[config.mk]
export PLATFORM = sky130hd
export DESIGN_NAME = tbl_queue
export DESIGN_NICKNAME = d
export VERILOG_FILES = /design/src/design/tbl_pkg.sv /design/src/design/tbl_queue.sv
export SDC_FILE = /design/constraint.sdc
export NUM_CORES = 1
export LEC_CHECK = 0
export ABC_AREA = 1
export BUFFER_PORTS_ARGS = -buffer_cell sky130_fd_sc_hd__buf_2
export CAP_MARGIN = 10
export CORE_MARGIN = 2
export CORE_UTILIZATION = 40
export CTS_CLUSTER_DIAMETER = 30
export DETAILED_ROUTE_END_ITERATION = 8
export GPL_TIMING_DRIVEN = 1
export PLACE_DENSITY = 0.65
export SLEW_MARGIN = 20
export SYNTH_ARGS = -nofsm -noshare
export SYNTH_HDL_FRONTEND = slang
export SYNTH_SLANG_ARGS = --single-unit
[constraint.sdc]
create_clock -name i_clk -period 3.9 [get_ports i_clk]
set_input_delay 0.195 -clock i_clk [delete_from_list [all_inputs] [get_ports i_clk]]
set_output_delay 0.195 -clock i_clk [all_outputs]
set_load 0.005 [all_outputs]
[src/design/tbl_pkg.sv]
// shared types, codes and constants for the token bucket limiter
// no dependencies; imported by every module of the block
package tbl_pkg;

    typedef enum logic [1:0] {
        CMD_ACQUIRE      = 2'd0,
        CMD_RATE_LIMITED = 2'd1,
        CMD_SUCCESS      = 2'd2,
        CMD_RESERVED     = 2'd3
    } t_cmd;

    typedef struct packed {
        t_cmd        cmd;
        logic [3:0]  ep;
        logic [47:0] now;
    } t_req;

    typedef struct packed {
        logic [37:0] tokens;
        logic [47:0] last;
        logic [47:0] thr;
        logic [4:0]  streak;
    } t_entry;

    localparam logic [37:0] ONE_TOKEN       = 38'd1000000;
    localparam logic [16:0] THR_WAIT_MAX    = 17'd100000;
    localparam logic [16:0] TOK_WAIT_MIN    = 17'd100;
    localparam logic [16:0] TOK_WAIT_MAX    = 17'd100000;
    localparam logic [14:0] BACKOFF_BASE_MS = 15'd500;
    localparam logic [14:0] BACKOFF_MAX_MS  = 15'd30000;
    localparam logic [9:0]  US_PER_MS       = 10'd1000;
    localparam logic [4:0]  STREAK_MAX      = 5'd31;
    localparam logic [47:0] TIME_MAX        = 48'hFFFF_FFFF_FFFF;

    // backoff for a streak already incremented (at least one)
    function automatic logic [14:0] backoff_for_streak(input logic [4:0] streak);
        logic [4:0] shift;
        shift = (streak == 5'd0) ? 5'd0 : streak - 5'd1;
        if (shift > 5'd5) begin
            backoff_for_streak = BACKOFF_MAX_MS;
        end else begin
            backoff_for_streak = BACKOFF_BASE_MS << shift;
        end
    endfunction

endpackage

[src/design/tbl_queue.sv]
// two-entry request queue between front and back
// depends on tbl_pkg
module tbl_queue
    import tbl_pkg::*;
(
    input  logic i_clk,
    input  logic i_rst_n,
    input  logic i_push,
    input  t_req i_req,
    output logic o_full,
    input  logic i_pop,
    output logic o_valid,
    output t_req o_req
);

    t_req       r_buf [2];
    logic       r_wr;
    logic       r_rd;
    logic [1:0] r_cnt;

    always_ff @(posedge i_clk) begin
        if (!i_rst_n) begin
            r_wr  <= 1'b0;
            r_rd  <= 1'b0;
            r_cnt <= 2'd0;
        end else begin
            if (i_push) begin
                r_wr <= ~r_wr;
            end
            if (i_pop) begin
                r_rd <= ~r_rd;
            end
            r_cnt <= r_cnt + 2'(i_push) - 2'(i_pop);
        end
    end

    always_ff @(posedge i_clk) begin
        if (i_push) begin
            r_buf[r_wr] <= i_req;
        end
    end

    assign o_full  = (r_cnt == 2'd2);
    assign o_valid = (r_cnt != 2'd0);
    assign o_req   = r_buf[r_rd];

endmodule

; ---- Yosys cells after proc, flatten, opt, wreduce, memory -nomap -nowiden
; Memories as Yosys holds them, arrays and structs flattened. A register that Yosys moved wholly into a read port is not among the register bits.
; Index checks and enable logic that the tools add are counted.
[word_totals]
reg_bits = 4
latch_bits = 0
mem_bits_rw = 108
romBits = 0
in_bits = 58
out_inout_bits = 56
elab_cells = 14
n_memories = 1
[op_classes]
n_addsub = 2
n_mul = 0
div_mod_pow = 0
n_lt_le_gt_ge = 0
n_eq_ne = 1
shifts = 0
n_mux = 4
bitwise_logic = 2
n_reduce_logical = 1
[mem_list]
columns = memory, words, width, rd, rd_ports_with_merged_regs, write_ports, line_no
row1 = r_buf, 2, 54, 1, 1, 1, tbl_queue.sv:16  ; t_req r_buf [2];
[ops]
columns = op, n
row1 = $mux W1, 4
row2 = $add A2 B1 Y2, 1
row3 = $eq A2 B2 Y1 const B, 1
row4 = $not A1 Y1, 2
row5 = $reduce_bool A2 Y1, 1
row6 = $sub A2 B1 Y2, 1

; ---- Logic depth before layout (Yosys ltp)
; Gate-level depths: netlist (run 1).
[logic_depth]
depth_word = 3
depth_mapped = 9
mapped_depth_nobuf = 9

; ---- Worst setup path after synthesis (run 1)
; Ideal clock, no wire load.
[synth_path]
path_type = register to register
start = reg r_wr
end = mem r_buf[0][0] in the netlist's numbering, enable pin
setup_time_ns = 0.467
t_arrival_ns = 2.583
required_ns = 3.433
setup_slack_ns = 0.850
path_stages_with_launch = 2
synth_period_minus_slack_ns = 3.050
cell_sequence = dfxtp_1 nor2_1
[synth_rtl]
columns = item, line_no
row1 = "start, declared", tbl_queue.sv:17  ; logic r_wr;
row2 = "start signal, assigned", tbl_queue.sv:28  ; r_wr <= ~r_wr;
row3 = "end, declared", tbl_queue.sv:16
; No word-level cell before the write port.

==> results.yml, run 1 <==
cells_and_area:
  diodes: 0
  fillers: 868
  mostFrequentLayoutCell: "buf_2"
  drive_above_1_share_pct: 49.1
  nets: 446
  regArea_um2: 3350
  mostFrequentLayoutCells: "buf_2 (113), edfxtp_1 (108), dlygate4sd3_1 (57)"
  multi_input_area_um2: 902
  postLayoutCellArea_um2: 6080
  area_growth_pct: 38.9
logic_synthesis:
  syn_inst: 201
  synth-compound-area-share_pct: 0.114
  yosysTopAreaCellShare_pct: 74.1
  avgSynthCellArea_um2: 21.8
  yosysSeqAreaShare_pct: 76.4
  synth_fa_ha_area_share_pct: 0.572
  yosys.area.top_type: "edfxtp_1"
  ys_types: 12
  synth_top_family_by_area: "multiplexers"
  yosys.area_share.simple_pct: 1.57
  synthesis.nets: 261
  ys.warnings.count: 0
  synthXorXnorAreaFrac_pct: 0
  netlist_area_um2: 4380
  synth.mux.area_fraction_pct: 18.2
  synth_area_leaders: "edfxtp_1 (74%), mux2_4 (17%), buf_12 (2.3%), dfxtp_1 (2.3%), mux2_2 (1.0%)"
  synth_seq_cells: 113
detailed_routing:
  wirelength_mm: 7.48
  drt_first_pass_iters: 4
  ant_nets: 0
  vias_per_cell: 4.42
  drc: 0
  num_vias: 2371
  wl_per_cell_um: 13.9
  drtIter0Drc: 87
clock_network:
  cts_tree: "yes"
  cts.sinks: 113
  cts_buffer_depth: 2
  cts-root-buf: "clkbuf_8"
  post_cts_buffers: 0
  htreeDepth: 4
  clk_pin_slew_ps: 50
  clk_latency_ps: 500
  numCtsBuffers: 17
critical_path:
  cp-end-kind: "output pin"
  crit_required_ps: 3700
  start_kind: "flop"
  worstSetupPathType: "flop to output pin"
  arrival_ps: 2080
  cp_max_fo: 54
sta:
  tightest_slew_ps: 1020
  final.setup.tns_ps: 0
  fmax_ghz: 0.439
  final-setup-viol-count: 0
  fin_skew_ps: 9.98
  fin_crit_ps: 2280
  drv_slew: 0
  rsz0062_at_grt: "no"
  timing.final.crit_share_pct: 58.4
  relSlewSlack_pct: 32.0
  hold_slack_ps: 413
  final_hold_viol_count: 0
grt:
  grt_pass1_wl_mm: 11.2
  grt_max_degree: 55
  grt_overflow: 0
  antenna_found_initial: 0
  track_usage_pct: 13.0
  grt_pass1_vias: 2454
placed_design:
  dpl_cell_area_um2: 5030
  io_buffers: 113
  gp_congestion: 0.660
  dp_hpwl_mm: 4.40
power:
  power.switching_uw: 617
  power_frac_seq_pct: 48.9
  clkPwrFrac_pct: 41.5
  max-vdd-ir-drop_v: 0.000290
  comb_power_share_pct: 9.6
  internal-power_uw: 2340
  p_leak_uw: 0.00247
  powerDensity_nw_per_um2: 487
  switching_share_pct: 20.9
hold_path:
  min_path_type: "input port to flop"
floorplanning:
  die_area_um2: 11800
  start_util_pct: 40.7
  rows: 38
  core_area_um2: 10700
  dieHeight_um: 109
  ios: 114
  dieWidth_um: 109
run:
  cap_violations: 0
status:
  outcome: "finished, final reports clean"
[logic make-up (layout without fill, tap and decap cells)]
kind of cell,count (synthesis),count (layout)
AO/OA/AOI/OAI,1,1
adder cells (fa/ha/maj),2,2
buffers and inverters,13,209
flip-flops,113,113
multiplexers,54,54
AND/OR/NAND/NOR,18,18
[worst max-delay path: stages, from the launching register on]
cell     delay [ps]
dfxtp_4        1030
mux2_2          420
buf_2           130
[registers in the layout, indices dropped and copies added, names as in the netlist, named ones only]
name	count
r_buf	108
r_cnt	2
r_rd	1
r_wr	1
[cell type report]
type	instances	area share [%]
Sequential cell	113	55.1
Inverter	7	0.453
Clock inverter	10	0.783
Multi-Input combinational cell	75	14.8
Tap cell	140	2.88
Clock buffer	20	7.00
Timing Repair Buffer	172	18.9
[power by group through the flow]
stage / logic [µW] / clock network [µW] / registers (µW)
finish: 285 / 1230 / 1450
global route: 313 / 1310 / 1450
CTS: 288 / 1260 / 1450
detailed placement: 244 / 0 / 1470
global placement: 238 / 0 / 1470
floorplan: 169 / 0 / 1440
[final timing paths]
kind | slack (ps) | cells past startpoint | startpoint | end
min reg2reg | 500 | 2 | r_rd | flop
max | 1620 | 2 | flop | o_req[1]
max reg2reg | 2080 | 3 | r_wr | r_buf[1][2]
min | 410 | 2 | i_req[0] | r_buf[0][0]
[per-layer routing]
layer | wire length [µm] | GRT usage, % | share of wire (%)
met5 | 0 | 0 | 0
met4 | 51 | 5.49 | 0.68
met3 | 392 | 5.12 | 5.2
met2 | 3940 | 21.7 | 53
met1 | 3100 | 14.9 | 41
[metrics by stage]
stage | util, % | worst slack (ps) | cells | total power (µW)
floorplan | - | 850 | 201 | 1610
global placement | 46.8 | 1990 | 450 | 1710
detailed placement | 46.8 | 1970 | 450 | 1710
CTS | 56.5 | 1570 | 537 | 2990
global route | 56.5 | 1480 | 537 | 3080
finish | 56.5 | 1620 | 537 | 2960
[synthesized netlist by cell type]
cell type and count:
mux2_4 50, inv_1 7, nand2_1 9, buf_12 5
dfxtp_1 5, mux2_2 4, buf_6 1, ha_1 2
a21oi_1 1, edfxtp_1 108, nor2_1 8, nand3_1 1
[timing repair]
item,in CTS,in global routing
endpoints found under the hold margin,113,0
resized for setup,0,0
hold buffers,57,0
setup endpoints to repair,0,0
(Power assumes the default switching activity.)
==> run 2: changes to the inputs <==
==> constraint.sdc (replaced) <==
create_clock -name i_clk -period 2.3 [get_ports i_clk]
set_input_delay 0.115 -clock i_clk [delete_from_list [all_inputs] [get_ports i_clk]]
set_output_delay 0.115 -clock i_clk [all_outputs]
set_load 0.005 [all_outputs]
==> run 2 against run 1 <==
Against the previous run: clock skew is 1.7 ps lower; register-to-register slack worse by 1500 ps; final cell count is 1.1% higher.
==> results.yml, run 2 (synthesis results as in run 1) <==
cells_and_area:
  reg.largest.list: "r_buf x108, r_cnt x2"
  layout.cells.non_filler: 543
  largest_register_ffs: 108
  drive_above_1_share_pct: 51.1
  postLayoutCoreUtil_pct: 58.0
  mostFrequentLayoutCell: "buf_2"
  postLayoutCellArea_um2: 6230
  mostFrequentLayoutCells: "buf_2 (113), edfxtp_1 (108), dlygate4sd3_1 (58)"
  diodes: 0
  top_register: "r_buf"
  nets: 450
  area_growth_pct: 42.4
critical_path:
  cpLargestDelayFamily: "flip-flops"
  arrival_ps: 1950
  cp_cell_sequence: "buf_4 > mux2_2 > buf_2"
  crit_slowest_cell: "dfxtp_4"
  cp-end-kind: "output pin"
  worst-path-buf-inv: 2
  worstSetupPathType: "flop to output pin"
  reg2reg_depth: 7
  worst-path-stages: 3
  cp_max_fo: 24
  critPathMaxStageDelay_ps: 650
  crit_required_ps: 2180
  start_kind: "flop"
grt:
  grt_max_degree: 40
  grt_pass1_wl_mm: 12.1
  track_usage_pct: 14.2
  grt_overflow: 0
  grt_pass1_vias: 2489
  antenna_found_initial: 0
sta:
  fin_crit_ps: 2070
  timing.final.crit_share_pct: 89.8
  tightest_slew_ps: 529
  final.setup.tns_ps: 0
  final-setup-viol-count: 0
  final_hold_viol_count: 0
  relSlewSlack_pct: 64.6
  fin_skew_ps: 8.27
  drv_slew: 0
  fmax_ghz: 0.484
  rsz0062_at_grt: "no"
  fin_ws_ps: 234
detailed_routing:
  drc: 0
  ant_nets: 0
  wirelength_mm: 7.77
  vias_per_cell: 4.39
  drtIter0Drc: 115
  wl_per_cell_um: 14.3
  drt_first_pass_iters: 5
  num_vias: 2384
power:
  p_leak_uw: 0.00253
  comb_power_share_pct: 9.8
  switching_share_pct: 21.0
  power_frac_seq_pct: 45.3
  powerDensity_nw_per_um2: 860
  max-vdd-ir-drop_v: 0.000438
  clkPwrFrac_pct: 44.9
  internal-power_uw: 4230
  power.switching_uw: 1130
clock_network:
  cts-root-buf: "clkbuf_8"
  cts_buffer_depth: 2
  numCtsBuffers: 17
  clk_pin_slew_ps: 60
  cts.sinks: 113
  htreeDepth: 4
  post_cts_buffers: 0
  clk_latency_ps: 490
  cts_tree: "yes"
floorplanning:
  dieHeight_um: 109
  die_area_um2: 11800
  rows: 38
  dieWidth_um: 109
  start_util_pct: 40.7
  core_area_um2: 10700
  ios: 114
placed_design:
  place_inst: 453
  gp_congestion: 0.702
  dp_hpwl_mm: 4.94
  io_buffers: 113
  place_ws_ps: 722
  dpl_cell_area_um2: 5090
status:
  outcome: "finished, final reports clean"
hold_path:
  min_path_type: "input port to flop"
  min_path_cells: 2
run:
  cap_violations: 0
run 2: power groups by stage:
stage | logic [µW] | clock network, µW | registers (µW)
floorplan | 287 | 0 | 2450
global placement | 438 | 0 | 2470
detailed placement | 451 | 0 | 2470
CTS | 532 | 2470 | 2430
global route | 577 | 2570 | 2440
finish | 525 | 2410 | 2430
run 2: path summary, 6_finish.rpt:
kind / start / end / slack (ps)
max: flop / o_req[53] / 230
max reg2reg: r_cnt[0] / r_cnt[0] / 570
min: i_req[18] / r_buf[1][18] / 340
min reg2reg: r_rd / r_rd / 500
run 2: final cells by class:
type,count,area [µm²]
timing repair buffer,176,1220
inverter,7,26.3
sequential,113,3350
clock buffer,18,418
multi-input combinational,75,902
tap,140,175
clock inverter,14,140
fill,880,4520
run 2: worst reg2reg max path: stages (launching register included):
cell and delay, ps:
dfxtp_1 330, inv_1 60, ha_1 270, inv_1 40, ha_1 270, nand2_1 80
dlygate4sd3_1 550, inv_1 40
run 2: layer usage:
| layer | vias to the layer above | GRT usage [%] | share of wire, % |
|---|---|---|---|
| met4 | 0 | 6.04 | 0.46 |
| met2 | 80 | 23.3 | 51 |
| met1 | 1149 | 16.8 | 42 |
| li1 | 1153 | - | - |
| met3 | 2 | 5.12 | 5.9 |
| met5 | - | 0 | 0 |
run 2: through the flow:
stage | hold WS, ps | total power (µW)
2_1_floorplan | 208 | 2730
3_3_place_gp | 304 | 2900
3_5_place_dp | 307 | 2920
4_1_cts | 313 | 5430
5_1_grt | 315 | 5580
6_report | 344 | 5360
run 2: repair_timing:
item / in CTS / in global routing
hold buffers: 58 / 0
endpoints found under the hold margin: 113 / 0
gates resized for setup: 0 / 0
