--- config.mk ---
export PLATFORM = sky130hd
export DESIGN_NAME = tbl_back
export DESIGN_NICKNAME = d
export VERILOG_FILES = /design/src/design/tbl_pkg.sv /design/src/design/tbl_back.sv
export SDC_FILE = /design/constraint.sdc
export NUM_CORES = 2
export LEC_CHECK = 0
export BUFFER_PORTS_ARGS = -buffer_cell sky130_fd_sc_hd__buf_2
export CAP_MARGIN = 20
export CELL_PAD_IN_SITES_DETAIL_PLACEMENT = 1
export CELL_PAD_IN_SITES_GLOBAL_PLACEMENT = 2
export CORE_ASPECT_RATIO = 1.75
export CORE_MARGIN = 2
export CORE_UTILIZATION = 40
export CTS_CLUSTER_DIAMETER = 80
export DETAILED_ROUTE_END_ITERATION = 10
export MAX_ROUTING_LAYER = met4
export PLACE_DENSITY_LB_ADDON = 0.1
export SLEW_MARGIN = 25
export SYNTH_ARGS = -nofsm -noshare
export SYNTH_HDL_FRONTEND = slang
export SYNTH_SLANG_ARGS = --single-unit
--- constraint.sdc ---
create_clock -name i_clk -period 19.15 [get_ports i_clk]
set_input_delay 0.9575 -clock i_clk [delete_from_list [all_inputs] [get_ports i_clk]]
set_output_delay 0.9575 -clock i_clk [all_outputs]
set_load 0.1 [all_outputs]
--- src/design/tbl_pkg.sv ---
// shared types, codes and constants for the token bucket limiter
// no dependencies; imported by every module of the block
package tbl_pkg;

    typedef enum logic [1:0] {
        CMD_ACQUIRE      = 2'd0,
        CMD_RATE_LIMITED = 2'd1,
        CMD_SUCCESS      = 2'd2,
        CMD_RESERVED     = 2'd3
    } t_cmd;

    typedef struct packed {
        t_cmd        cmd;
        logic [3:0]  ep;
        logic [47:0] now;
    } t_req;

    typedef struct packed {
        logic [37:0] tokens;
        logic [47:0] last;
        logic [47:0] thr;
        logic [4:0]  streak;
    } t_entry;

    localparam logic [37:0] ONE_TOKEN       = 38'd1000000;
    localparam logic [16:0] THR_WAIT_MAX    = 17'd100000;
    localparam logic [16:0] TOK_WAIT_MIN    = 17'd100;
    localparam logic [16:0] TOK_WAIT_MAX    = 17'd100000;
    localparam logic [14:0] BACKOFF_BASE_MS = 15'd500;
    localparam logic [14:0] BACKOFF_MAX_MS  = 15'd30000;
    localparam logic [9:0]  US_PER_MS       = 10'd1000;
    localparam logic [4:0]  STREAK_MAX      = 5'd31;
    localparam logic [47:0] TIME_MAX        = 48'hFFFF_FFFF_FFFF;

    // backoff for a streak already incremented (at least one)
    function automatic logic [14:0] backoff_for_streak(input logic [4:0] streak);
        logic [4:0] shift;
        shift = (streak == 5'd0) ? 5'd0 : streak - 5'd1;
        if (shift > 5'd5) begin
            backoff_for_streak = BACKOFF_MAX_MS;
        end else begin
            backoff_for_streak = BACKOFF_BASE_MS << shift;
        end
    endfunction

endpackage

--- src/design/tbl_back.sv ---
// back end: bucket table, refill and spend, backoff, wait divider, result register
// depends on tbl_pkg
module tbl_back
    import tbl_pkg::*;
#(
    parameter int NUM_ENDPOINTS = 16
) (
    input  logic        i_clk,
    input  logic        i_rst_n,
    input  logic [15:0] i_rate,
    input  logic        i_req_valid,
    input  t_req        i_req,
    output logic        o_pop,
    output logic        o_out_valid,
    input  logic        i_out_stall,
    output logic        o_granted,
    output logic [16:0] o_wait_us,
    output logic [14:0] o_backoff_ms
);

    localparam int DEPTH = (NUM_ENDPOINTS < 16) ? NUM_ENDPOINTS : 16;
    localparam int IW    = (DEPTH > 1) ? $clog2(DEPTH) : 1;

    typedef enum logic [6:0] {
        S_IDLE = 7'b0000001,
        S_A    = 7'b0000010,
        S_B    = 7'b0000100,
        S_C    = 7'b0001000,
        S_DIV  = 7'b0010000,
        S_WB   = 7'b0100000,
        S_HOLD = 7'b1000000
    } t_state;

    t_state r_state, n_state;

    t_entry r_mem [DEPTH];
    logic   r_vld [DEPTH];
    t_entry r_rd;
    logic   r_rd_vld;

    t_cmd        r_cmd;
    logic [3:0]  r_ep;
    logic [47:0] r_now;
    logic [37:0] r_first;
    logic [37:0] r_cap;

    t_entry      r_ent;
    logic        r_throttled;
    logic [16:0] r_thr_wait;
    logic        r_adv;
    logic [37:0] r_elapsed;
    logic [4:0]  r_streak_n;
    logic [14:0] r_backoff;
    logic [24:0] r_backoff_us;
    logic [53:0] r_gain;
    logic [47:0] r_until;

    logic        r_grant;
    logic [16:0] r_wait;
    logic        r_use_div;
    logic [15:0] r_rem;
    logic [19:0] r_quo;
    logic [4:0]  r_cnt;

    logic        r_out_valid;
    logic        r_out_granted;
    logic [16:0] r_out_wait;
    logic [14:0] r_out_backoff;

    // stage a: entry after first touch, throttle check, elapsed time, backoff
    t_entry      w_ent;
    logic [47:0] w_thr_diff;
    logic [47:0] w_el;
    always_comb begin
        if (r_rd_vld) begin
            w_ent = r_rd;
        end else begin
            w_ent.tokens = r_first;
            w_ent.last   = r_now;
            w_ent.thr    = '0;
            w_ent.streak = '0;
        end
        w_thr_diff = w_ent.thr - r_now;
        w_el       = r_now - w_ent.last;
    end

    logic [4:0] w_streak_n;
    assign w_streak_n = (w_ent.streak == STREAK_MAX) ? STREAK_MAX : w_ent.streak + 5'd1;

    // stage c: refill saturation and spend
    logic [54:0] w_sum;
    logic [37:0] w_tok;
    assign w_sum = 55'(r_ent.tokens) + 55'(r_gain);
    always_comb begin
        if (!r_adv) begin
            w_tok = r_ent.tokens;
        end else if (w_sum > 55'(r_cap)) begin
            w_tok = r_cap;
        end else begin
            w_tok = w_sum[37:0];
        end
    end

    // one quotient bit per cycle
    logic [16:0] w_rem_sh;
    assign w_rem_sh = {r_rem, r_quo[19]};

    // clamped wait from the quotient
    logic [20:0] w_qp1;
    logic [16:0] w_div_wait;
    assign w_qp1 = 21'(r_quo) + 21'd1;
    always_comb begin
        if (w_qp1 < 21'(TOK_WAIT_MIN)) begin
            w_div_wait = TOK_WAIT_MIN;
        end else if (w_qp1 > 21'(TOK_WAIT_MAX)) begin
            w_div_wait = TOK_WAIT_MAX;
        end else begin
            w_div_wait = w_qp1[16:0];
        end
    end

    logic w_out_free;
    assign w_out_free = !r_out_valid || !i_out_stall;

    always_comb begin
        n_state = r_state;
        unique case (r_state)
            S_IDLE: if (i_req_valid) n_state = S_A;
            S_A:    n_state = S_B;
            S_B:    n_state = S_C;
            S_C: begin
                if (r_cmd == CMD_ACQUIRE && !r_throttled && i_rate != 16'd0
                    && w_tok < ONE_TOKEN) begin
                    n_state = S_DIV;
                end else begin
                    n_state = S_WB;
                end
            end
            S_DIV:  if (r_cnt == 5'd19) n_state = S_WB;
            S_WB:   if (w_out_free) n_state = S_HOLD;
            S_HOLD: n_state = S_IDLE;
            default: n_state = S_IDLE;
        endcase
    end

    always_ff @(posedge i_clk) begin
        if (!i_rst_n) begin
            r_state     <= S_IDLE;
            r_out_valid <= 1'b0;
            for (int i = 0; i < DEPTH; i++) begin
                r_vld[i] <= 1'b0;
            end
        end else begin
            r_state <= n_state;
            if (r_state == S_WB && w_out_free) begin
                r_out_valid <= 1'b1;
                if (r_cmd != CMD_RESERVED) begin
                    r_vld[r_ep[IW-1:0]] <= 1'b1;
                end
            end else if (!i_out_stall) begin
                r_out_valid <= 1'b0;
            end
        end
    end

    // table memory, registered read
    always_ff @(posedge i_clk) begin
        if (r_state == S_WB && w_out_free && r_cmd != CMD_RESERVED) begin
            r_mem[r_ep[IW-1:0]] <= r_ent;
        end
        if (r_state == S_IDLE) begin
            r_rd     <= r_mem[i_req.ep[IW-1:0]];
            r_rd_vld <= r_vld[i_req.ep[IW-1:0]];
        end
    end

    // rate-derived constants
    always_ff @(posedge i_clk) begin
        r_first <= 38'((i_rate == 16'd0) ? 16'd1 : i_rate) * ONE_TOKEN;
        r_cap   <= 38'((i_rate == 16'd0) ? 17'd1 : {i_rate, 1'b0}) * ONE_TOKEN;
    end

    // datapath
    always_ff @(posedge i_clk) begin
        case (r_state)
            S_IDLE: begin
                r_cmd <= i_req.cmd;
                r_ep  <= i_req.ep;
                r_now <= i_req.now;
            end
            S_A: begin
                r_ent       <= w_ent;
                r_throttled <= (w_ent.thr != 48'd0) && (r_now < w_ent.thr);
                r_thr_wait  <= (w_thr_diff > 48'(THR_WAIT_MAX)) ? THR_WAIT_MAX
                                                                : w_thr_diff[16:0];
                r_adv       <= r_now > w_ent.last;
                r_elapsed   <= (w_el > 48'(r_cap)) ? r_cap : w_el[37:0];
                r_streak_n  <= w_streak_n;
                r_backoff   <= backoff_for_streak(w_streak_n);
                r_backoff_us <= 25'(backoff_for_streak(w_streak_n)) * 25'(US_PER_MS);
            end
            S_B: begin
                r_gain <= 54'(i_rate) * 54'(r_elapsed);
                if (49'(r_now) + 49'(r_backoff_us) > 49'(TIME_MAX)) begin
                    r_until <= TIME_MAX;
                end else begin
                    r_until <= r_now + 48'(r_backoff_us);
                end
            end
            S_C: begin
                r_grant   <= 1'b0;
                r_wait    <= '0;
                r_use_div <= 1'b0;
                r_rem     <= '0;
                r_cnt     <= '0;
                unique case (r_cmd)
                    CMD_ACQUIRE: begin
                        if (r_throttled) begin
                            r_wait <= r_thr_wait;
                        end else begin
                            r_ent.thr <= '0;
                            if (i_rate == 16'd0) begin
                                r_grant <= 1'b1;
                            end else begin
                                if (r_adv) begin
                                    r_ent.last <= r_now;
                                end
                                if (w_tok >= ONE_TOKEN) begin
                                    r_ent.tokens <= w_tok - ONE_TOKEN;
                                    r_grant      <= 1'b1;
                                end else begin
                                    r_ent.tokens <= w_tok;
                                    r_quo        <= 20'(ONE_TOKEN - w_tok);
                                    r_use_div    <= 1'b1;
                                end
                            end
                        end
                    end
                    CMD_RATE_LIMITED: begin
                        r_ent.streak <= r_streak_n;
                        r_ent.thr    <= r_until;
                    end
                    CMD_SUCCESS: begin
                        if (r_ent.streak != 5'd0) begin
                            r_ent.streak <= '0;
                            r_ent.thr    <= '0;
                        end
                    end
                    default: ;
                endcase
            end
            S_DIV: begin
                r_cnt <= r_cnt + 5'd1;
                if (w_rem_sh >= {1'b0, i_rate}) begin
                    r_rem <= 16'(w_rem_sh - {1'b0, i_rate});
                    r_quo <= {r_quo[18:0], 1'b1};
                end else begin
                    r_rem <= w_rem_sh[15:0];
                    r_quo <= {r_quo[18:0], 1'b0};
                end
            end
            S_WB: begin
                if (w_out_free) begin
                    r_out_granted <= r_grant;
                    r_out_wait    <= r_use_div ? w_div_wait : r_wait;
                    r_out_backoff <= (r_cmd == CMD_RATE_LIMITED) ? r_backoff : '0;
                end
            end
            default: ;
        endcase
    end

    assign o_pop        = (r_state == S_HOLD);
    assign o_out_valid  = r_out_valid;
    assign o_granted    = r_out_granted;
    assign o_wait_us    = r_out_wait;
    assign o_backoff_ms = r_out_backoff;

    a_grant_no_wait: assert property (@(posedge i_clk) disable iff (!i_rst_n)
        o_out_valid && o_granted |-> o_wait_us == 17'd0 && o_backoff_ms == 15'd0)
        else $error("grant carries a wait or backoff");

    a_wait_range: assert property (@(posedge i_clk) disable iff (!i_rst_n)
        o_out_valid |-> o_wait_us <= TOK_WAIT_MAX && o_backoff_ms <= BACKOFF_MAX_MS)
        else $error("wait or backoff out of range");

    a_backoff_alone: assert property (@(posedge i_clk) disable iff (!i_rst_n)
        o_out_valid && o_backoff_ms != 15'd0 |-> o_wait_us == 17'd0 && !o_granted)
        else $error("backoff mixed with acquire result");

    a_pop_after_result: assert property (@(posedge i_clk) disable iff (!i_rst_n)
        o_pop |-> $past(r_state == S_WB) && o_out_valid)
        else $error("request dropped without a result");

endmodule

=== After elaboration in Yosys (flattened, before gate mapping) ===
Memories as Yosys holds them, arrays and structs flattened. A register that Yosys moved wholly into a read port is not among the register bits.
Cells that the tools add are included.
Widths: inputs -> output; s select.

* Memories kept: 2
* RAM bits: 2240
* Word-level logic and storage cells: 167
* Register bits after elaboration: 559
* ROM bits: 0
* Latch bits: 0

* Reduce and logical (&&, ||, !) cells: 29
* Multiplexer cells: 51
* Bitwise logic cells: 1
* Multipliers: 4
* Add/subtract/negate cells: 12
* Divide/modulo/power cells: 0
* $lt $le $gt $ge: 12
* Eq/ne operators: 25
* Shifts and indexed selects: 1

{| class="wikitable"
|+ Memory list
! memory !! words !! bits a word !! read ports !! clocked after memory_dff !! write ports !! RTL line !! source
|-
| r_mem || 16 || 139 || 1 || 1 || 1 || tbl_back.sv:36 || <nowiki>t_entry r_mem [DEPTH];</nowiki>
|-
| r_vld || 16 || 1 || 1 || 1 || 16 || tbl_back.sv:37 || <nowiki>logic r_vld [DEPTH];</nowiki>
|}

{| class="wikitable"
|+ Operators with widths
! cell !! number
|-
| $pmux 139 s2 || 1
|-
| $mux 86 || 2
|-
| $mux 38 || 4
|-
| $pmux 48 s3 || 1
|-
| $mux 139 || 1
|-
| $mux 134 || 1
|-
| $sub 48x48->48 || 2
|-
| $mux 20 || 4
|-
| $mux 17 || 4
|-
| $add 38x54->55 || 1
|-
| $gt 55x38->1 || 1
|-
| $mul 16x38->54 || 1
|-
| $mux 53 || 1
|-
| $add 48x25->49 || 1
|-
| $gt 49x48->1 const B || 1
|-
| $add 48x25->48 || 1
|-
| $gt 48x17->1 const B || 1
|-
| $gt 48x38->1 || 1
|-
| $gt 48x48->1 || 1
|-
| $lt 48x48->1 || 1
|-
| $mux 48 || 1
|-
| $reduce_bool 48->1 || 1
|-
| $pmux 7 s6 || 1
|-
| $pmux 20 s2 || 1
|-
| other kinds (56) || 100
|}

=== Longest topological paths before layout ===
* Depth in word-level cells: 10
* Mapped depth: 43
* Gate-level depth less buffers: 37

=== Worst setup path after synthesis ===
OpenSTA, ideal clock, no wires.

* Path type: input port to flip-flop
* From: input port i_out_stall
* To: memory r_mem[0][0] in the netlist's numbering (enable)
* Data arrival time: 11.152 ns
* Cell stages on the path: 4
* Library setup time: 0.810 ns
* Setup slack: 7.188 ns
* Required time: 18.340 ns
* Cells stage by stage: nand2_1 -> nand4_1 -> or4_1 -> nor3_1

* Cells in the longest elaborated chain, start to end: 6

{| class="wikitable"
|+ RTL lines
! what !! RTL line !! source
|-
| from (decl) || tbl_back.sv:15 || <nowiki>input logic i_out_stall,</nowiki>
|-
| $logic_not 1->1 || -- ||
|-
| $logic_or 1x1->1 || tbl_back.sv:123 || <nowiki>assign w_out_free = !r_out_valid || !i_out_stall;</nowiki>
|-
| $logic_and 1x1->1 (2 in a row) || tbl_back.sv:168 || <nowiki>if (r_state == S_WB && w_out_free && r_cmd != CMD_RESERVED) begin</nowiki>
|-
| $mux 1 || tbl_back.sv:168 ||
|-
| $mux 1 (implied by the code) || tbl_back.sv:169 || <nowiki>r_mem[r_ep[IW-1:0]] <= r_ent;</nowiki>
|-
| to (decl) || tbl_back.sv:36 ||
|}

Every way passes these cells.

=== Final worst setup path ===
* From: register r_ent[102] in the netlist's numbering
* To: register r_ent[109] in the netlist's numbering, data pin

* Cells in the longest elaborated chain, start to end: 10
* Elaborated cells between the ends (all ways): 11
* Those cells by class: 2 x add/sub; 2 x order compare; 7 x mux

{| class="wikitable"
|+ RTL lines
! what !! RTL line !! source
|-
| from (decl) || tbl_back.sv:47 || <nowiki>t_entry r_ent;</nowiki>
|-
| from (signal assigned) || tbl_back.sv:192 || <nowiki>r_ent <= w_ent;</nowiki>
|-
| $add 38x54->55 || tbl_back.sv:93 || <nowiki>assign w_sum = 55'(r_ent.tokens) + 55'(r_gain);</nowiki>
|-
| $gt 55x38->1 || tbl_back.sv:97 || <nowiki>end else if (w_sum > 55'(r_cap)) begin</nowiki>
|-
| $mux 38 || tbl_back.sv:97 ||
|-
| $mux 38 (*) || tbl_back.sv:95 || <nowiki>if (!r_adv) begin</nowiki>
|-
| $sub 38x20->38 / $ge 38x20->1 (equally long branches) || tbl_back.sv:229, tbl_back.sv:228 ||
|-
| $mux 38 (*) || tbl_back.sv:228 || <nowiki>if (w_tok >= ONE_TOKEN) begin</nowiki>
|-
| $mux 86 (*) || tbl_back.sv:222 || <nowiki>if (i_rate == 16'd0) begin</nowiki>
|-
| $mux 134 (*) || tbl_back.sv:218 || <nowiki>if (r_throttled) begin</nowiki>
|-
| $mux 86 (*) || tbl_back.sv:216 || <nowiki>unique case (r_cmd)</nowiki>
|-
| $pmux 139 s2 (*) || tbl_back.sv:185 || <nowiki>case (r_state)</nowiki>
|}

Every way passes the cells marked *; elsewhere a longest branch is shown, timed or not. The select of a mux whose other input is x is not followed.
A chain may end at the register's enable or synchronous reset.

==> results.sh <==
export IMPL_clk_pin_slew_ns=0.07
export IMPL_worst_pin_slew_ns=1.26
export IMPL_utilization_pct=44.5
export IMPL_swShare_pct=41.6
export IMPL_dp_hpwl_mm=327
export IMPL_met2RoutedLength_mm=264
export IMPL_async_flop_share_pct=0
export IMPL_syn_to_final_growth_pct=10.9
export IMPL_drt_initial_drc_count=5629
export IMPL_grt_pass1_vias=94600
export IMPL_detail_route_first_pass_iterations=7
export IMPL_vias=85300
export IMPL_core_area_um2=371000
export IMPL_period_needed_ns=12.82
export IMPL_max_freq_mhz=78.0
export IMPL_rsz0062_at_grt="false"
export IMPL_ys_flop_type="edfxtp_1"
export IMPL_finish_net_count=11300
export IMPL_grt_pass1_wl_mm=691
export IMPL_final_max_slew_violation_count=0
export IMPL_final_cell_mix="edfxtp_1, inv_1, nand2_1"
export IMPL_ys_warn_count=0
export IMPL_cap_violations=0
export IMPL_start_kind="flop"
export IMPL_drc=0
export IMPL_h_tree_depth=5
export IMPL_highest_layer="met4"
export IMPL_relSlewSlack_pct=15.7
export IMPL_io_pins=109
export IMPL_cp_num_buf_inv=3
export IMPL_power_switching_uw=12000
export IMPL_cts_root_buf="clkbuf_16"
export IMPL_power_density_nw_per_um2=175
export IMPL_cp_top_family="simple AND/OR/NAND/NOR gates"
export IMPL_path_max_fanout=25
export IMPL_fill_cells=36300
export IMPL_final_common_cell="edfxtp_1"
export IMPL_wl_per_cell_um=31.6
export IMPL_routabilityCongestion=0.949
export IMPL_ir_drop_uv=441
export IMPL_wl_mm=479
export IMPL_crit_arrival_ns=13.46
export IMPL_critPathCaptureType="flop"
export IMPL_clock_latency_ns=0.91
export IMPL_p_comb_share_pct=51.4
export IMPL_stdcell_count=15200
export IMPL_worstSetupPathType="reg -> reg"
export IMPL_slowest_delay_ns=1.03
export IMPL_die_x_um=465
export IMPL_hold_buffers=0
export IMPL_drive_above_1_share_pct=14.8
export IMPL_num_rows=296
export IMPL_power_frac_clock_pct=19.8
export IMPL_dp_cells=14600
export IMPL_stdcell_area_um2=165000
export IMPL_grt_ovfl_total=0
export IMPL_die_area_um2=377000
export IMPL_ys_types=90
export IMPL_setup_tns_ns=0
export IMPL_clk_path_buf_depth=4
export IMPL_cts_sinks=2927
export IMPL_dr_wl_met3_mm=13.7
export IMPL_placed_area_um2=156000
export IMPL_antenna_found_initial=8
export IMPL_ant_nets=0
export IMPL_dieHeight_um=811
export IMPL_synthesis_area_um2=149000
export IMPL_ys_ff_latch=2927
export IMPL_groute_usage_overall_pct=26.2
export IMPL_synth_area_per_cell_um2=15.1
export IMPL_wl_met1_mm=182
export IMPL_synth_edf_count=2843
export IMPL_sequentialPowerShare_pct=28.8
export IMPL_yosysSeqAreaShare_pct=58.5
export IMPL_postCtsSetupBuffers=0
export IMPL_start_util_pct=40.1
export IMPL_synth_cells=9856
export IMPL_hold_viol=0
export IMPL_cts_tree="built"
export IMPL_p_int_uw=16800
export IMPL_cp_required_ns=19.78
export IMPL_setup_violations=0
export IMPL_critPathSlowestCell="o211ai_1"
export IMPL_cts_resized=0
export IMPL_grt_max_degree=135
export IMPL_numPortBuffers=106
export IMPL_hold_class="in -> reg"
export IMPL_viasPerCell=5.63
export IMPL_p_leak_uw=0.0594
export IMPL_fin_crit_sh_pct=67.0
export IMPL_status="complete, no violations"
export IMPL_numCtsBuffers=286
export IMPL_fin_skew_ns=0.0706
[synth_stat cells, types with 49 or more instances]
| cell | n | area, um^2 |
|---|---|---|
| a211oi_1 | 81 | 608 |
| a21o_1 | 111 | 833 |
| a21oi_1 | 389 | 1950 |
| a31oi_1 | 58 | 363 |
| and2_1 | 278 | 1740 |
| and3_1 | 51 | 319 |
| buf_1 | 68 | 255 |
| clkbuf_1 | 332 | 1250 |
| dfxtp_1 | 84 | 1680 |
| edfxtp_1 | 2843 | 85400 |
| fa_1 | 625 | 12500 |
| ha_1 | 571 | 7140 |
| inv_1 | 890 | 3340 |
| mux2i_1 | 95 | 951 |
| mux4_2 | 677 | 15200 |
| nand2_1 | 794 | 2980 |
| nand2b_1 | 53 | 332 |
| nand3_1 | 193 | 966 |
| nand4_1 | 64 | 400 |
| nor2_1 | 382 | 1430 |
| nor2b_1 | 92 | 576 |
| nor3_1 | 70 | 350 |
| nor4_1 | 49 | 307 |
| o21ai_0 | 202 | 1010 |
| o21bai_1 | 61 | 458 |
| xnor2_1 | 242 | 2120 |
| xor2_1 | 86 | 753 |
[final timing paths]
check        cells past startpoint         end        from  slack (ns)
max                             35  r_ent[109]  r_ent[102]        6.33
min                              1   r_now[33]   i_req[33]        0.24
max reg2reg                     35  r_ent[109]  r_ent[102]        6.33
min reg2reg                      2   r_vld[13]   r_vld[13]        0.48
[metal layers]
metal | track usage, % | vias to the layer above
met5 | - | -
met2 | 48.3 | 1750
met1 | 29.8 | 46200
met4 | 9.21 | 0
li1 | - | 36700
met3 | 2.10 | 669
[layout make-up]
type | count | area (um^2) | share of cell area, %
Sequential cell | 2927 | 87100 | 52.8
Multi-Input combinational cell | 5619 | 56900 | 34.5
Clock buffer | 350 | 7530 | 4.57
Tap cell | 4917 | 6150 | 3.73
Inverter | 891 | 3360 | 2.04
Timing Repair Buffer | 296 | 2300 | 1.39
Clock inverter | 151 | 1650 | 0.998
Antenna cell | 3 | 7.51 | 0.00455
[registers in the layout (all words and copies together) (netlist names), 13 cells and up]
| signal | cells |
|---|---|
| r_wait | 17 |
| r_mem | 2224 |
| r_cap | 31 |
| r_rem | 16 |
| r_backoff_us | 18 |
| r_first | 29 |
| r_rd | 139 |
| r_backoff | 13 |
| r_now | 48 |
| r_gain | 54 |
| r_vld | 16 |
| r_elapsed | 38 |
| o_backoff_ms | 13 |
| r_ent | 139 |
| o_wait_us | 17 |
| r_quo | 20 |
| r_until | 48 |
| r_thr_wait | 17 |
[metrics by stage]
| stage | total power (uW) | hold WS (ns) | setup WS [ns] |
|---|---|---|---|
| after floorplan | 18200 | 0.400 | 7.19 |
| after global placement | 23300 | 0.444 | 6.42 |
| after detailed placement | 23400 | 0.463 | 6.69 |
| after CTS | 29300 | 0.150 | 6.64 |
| after global routing | 30900 | 0.199 | 6.40 |
| final | 28800 | 0.238 | 6.33 |
[cells by family (layout without fill, tap and decap cells)]
kind of cell	count (synthesis)	after routing	synth area share [%]
other	2	10	0.00505
xor gates and xnor gates	328	328	1.93
DFF	2927	2927	58.5
and+or+nand+nor	2146	2146	6.93
adders and majority gates	1196	1196	13.2
muxes	817	817	11.2
AOI/OAI and AO/OA	1125	1125	4.76
buffers and inverters	1315	1688	3.37
[power groups by stage]
stage	clock network [uW]	registers (uW)	logic, uW
global placement	0	8450	14900
CTS	5830	8320	15200
finish	5700	8320	14800
floorplan	0	8260	9900
global route	6030	8330	16500
detailed placement	0	8450	15000
Note: power is estimated with default switching activity, not from simulation.
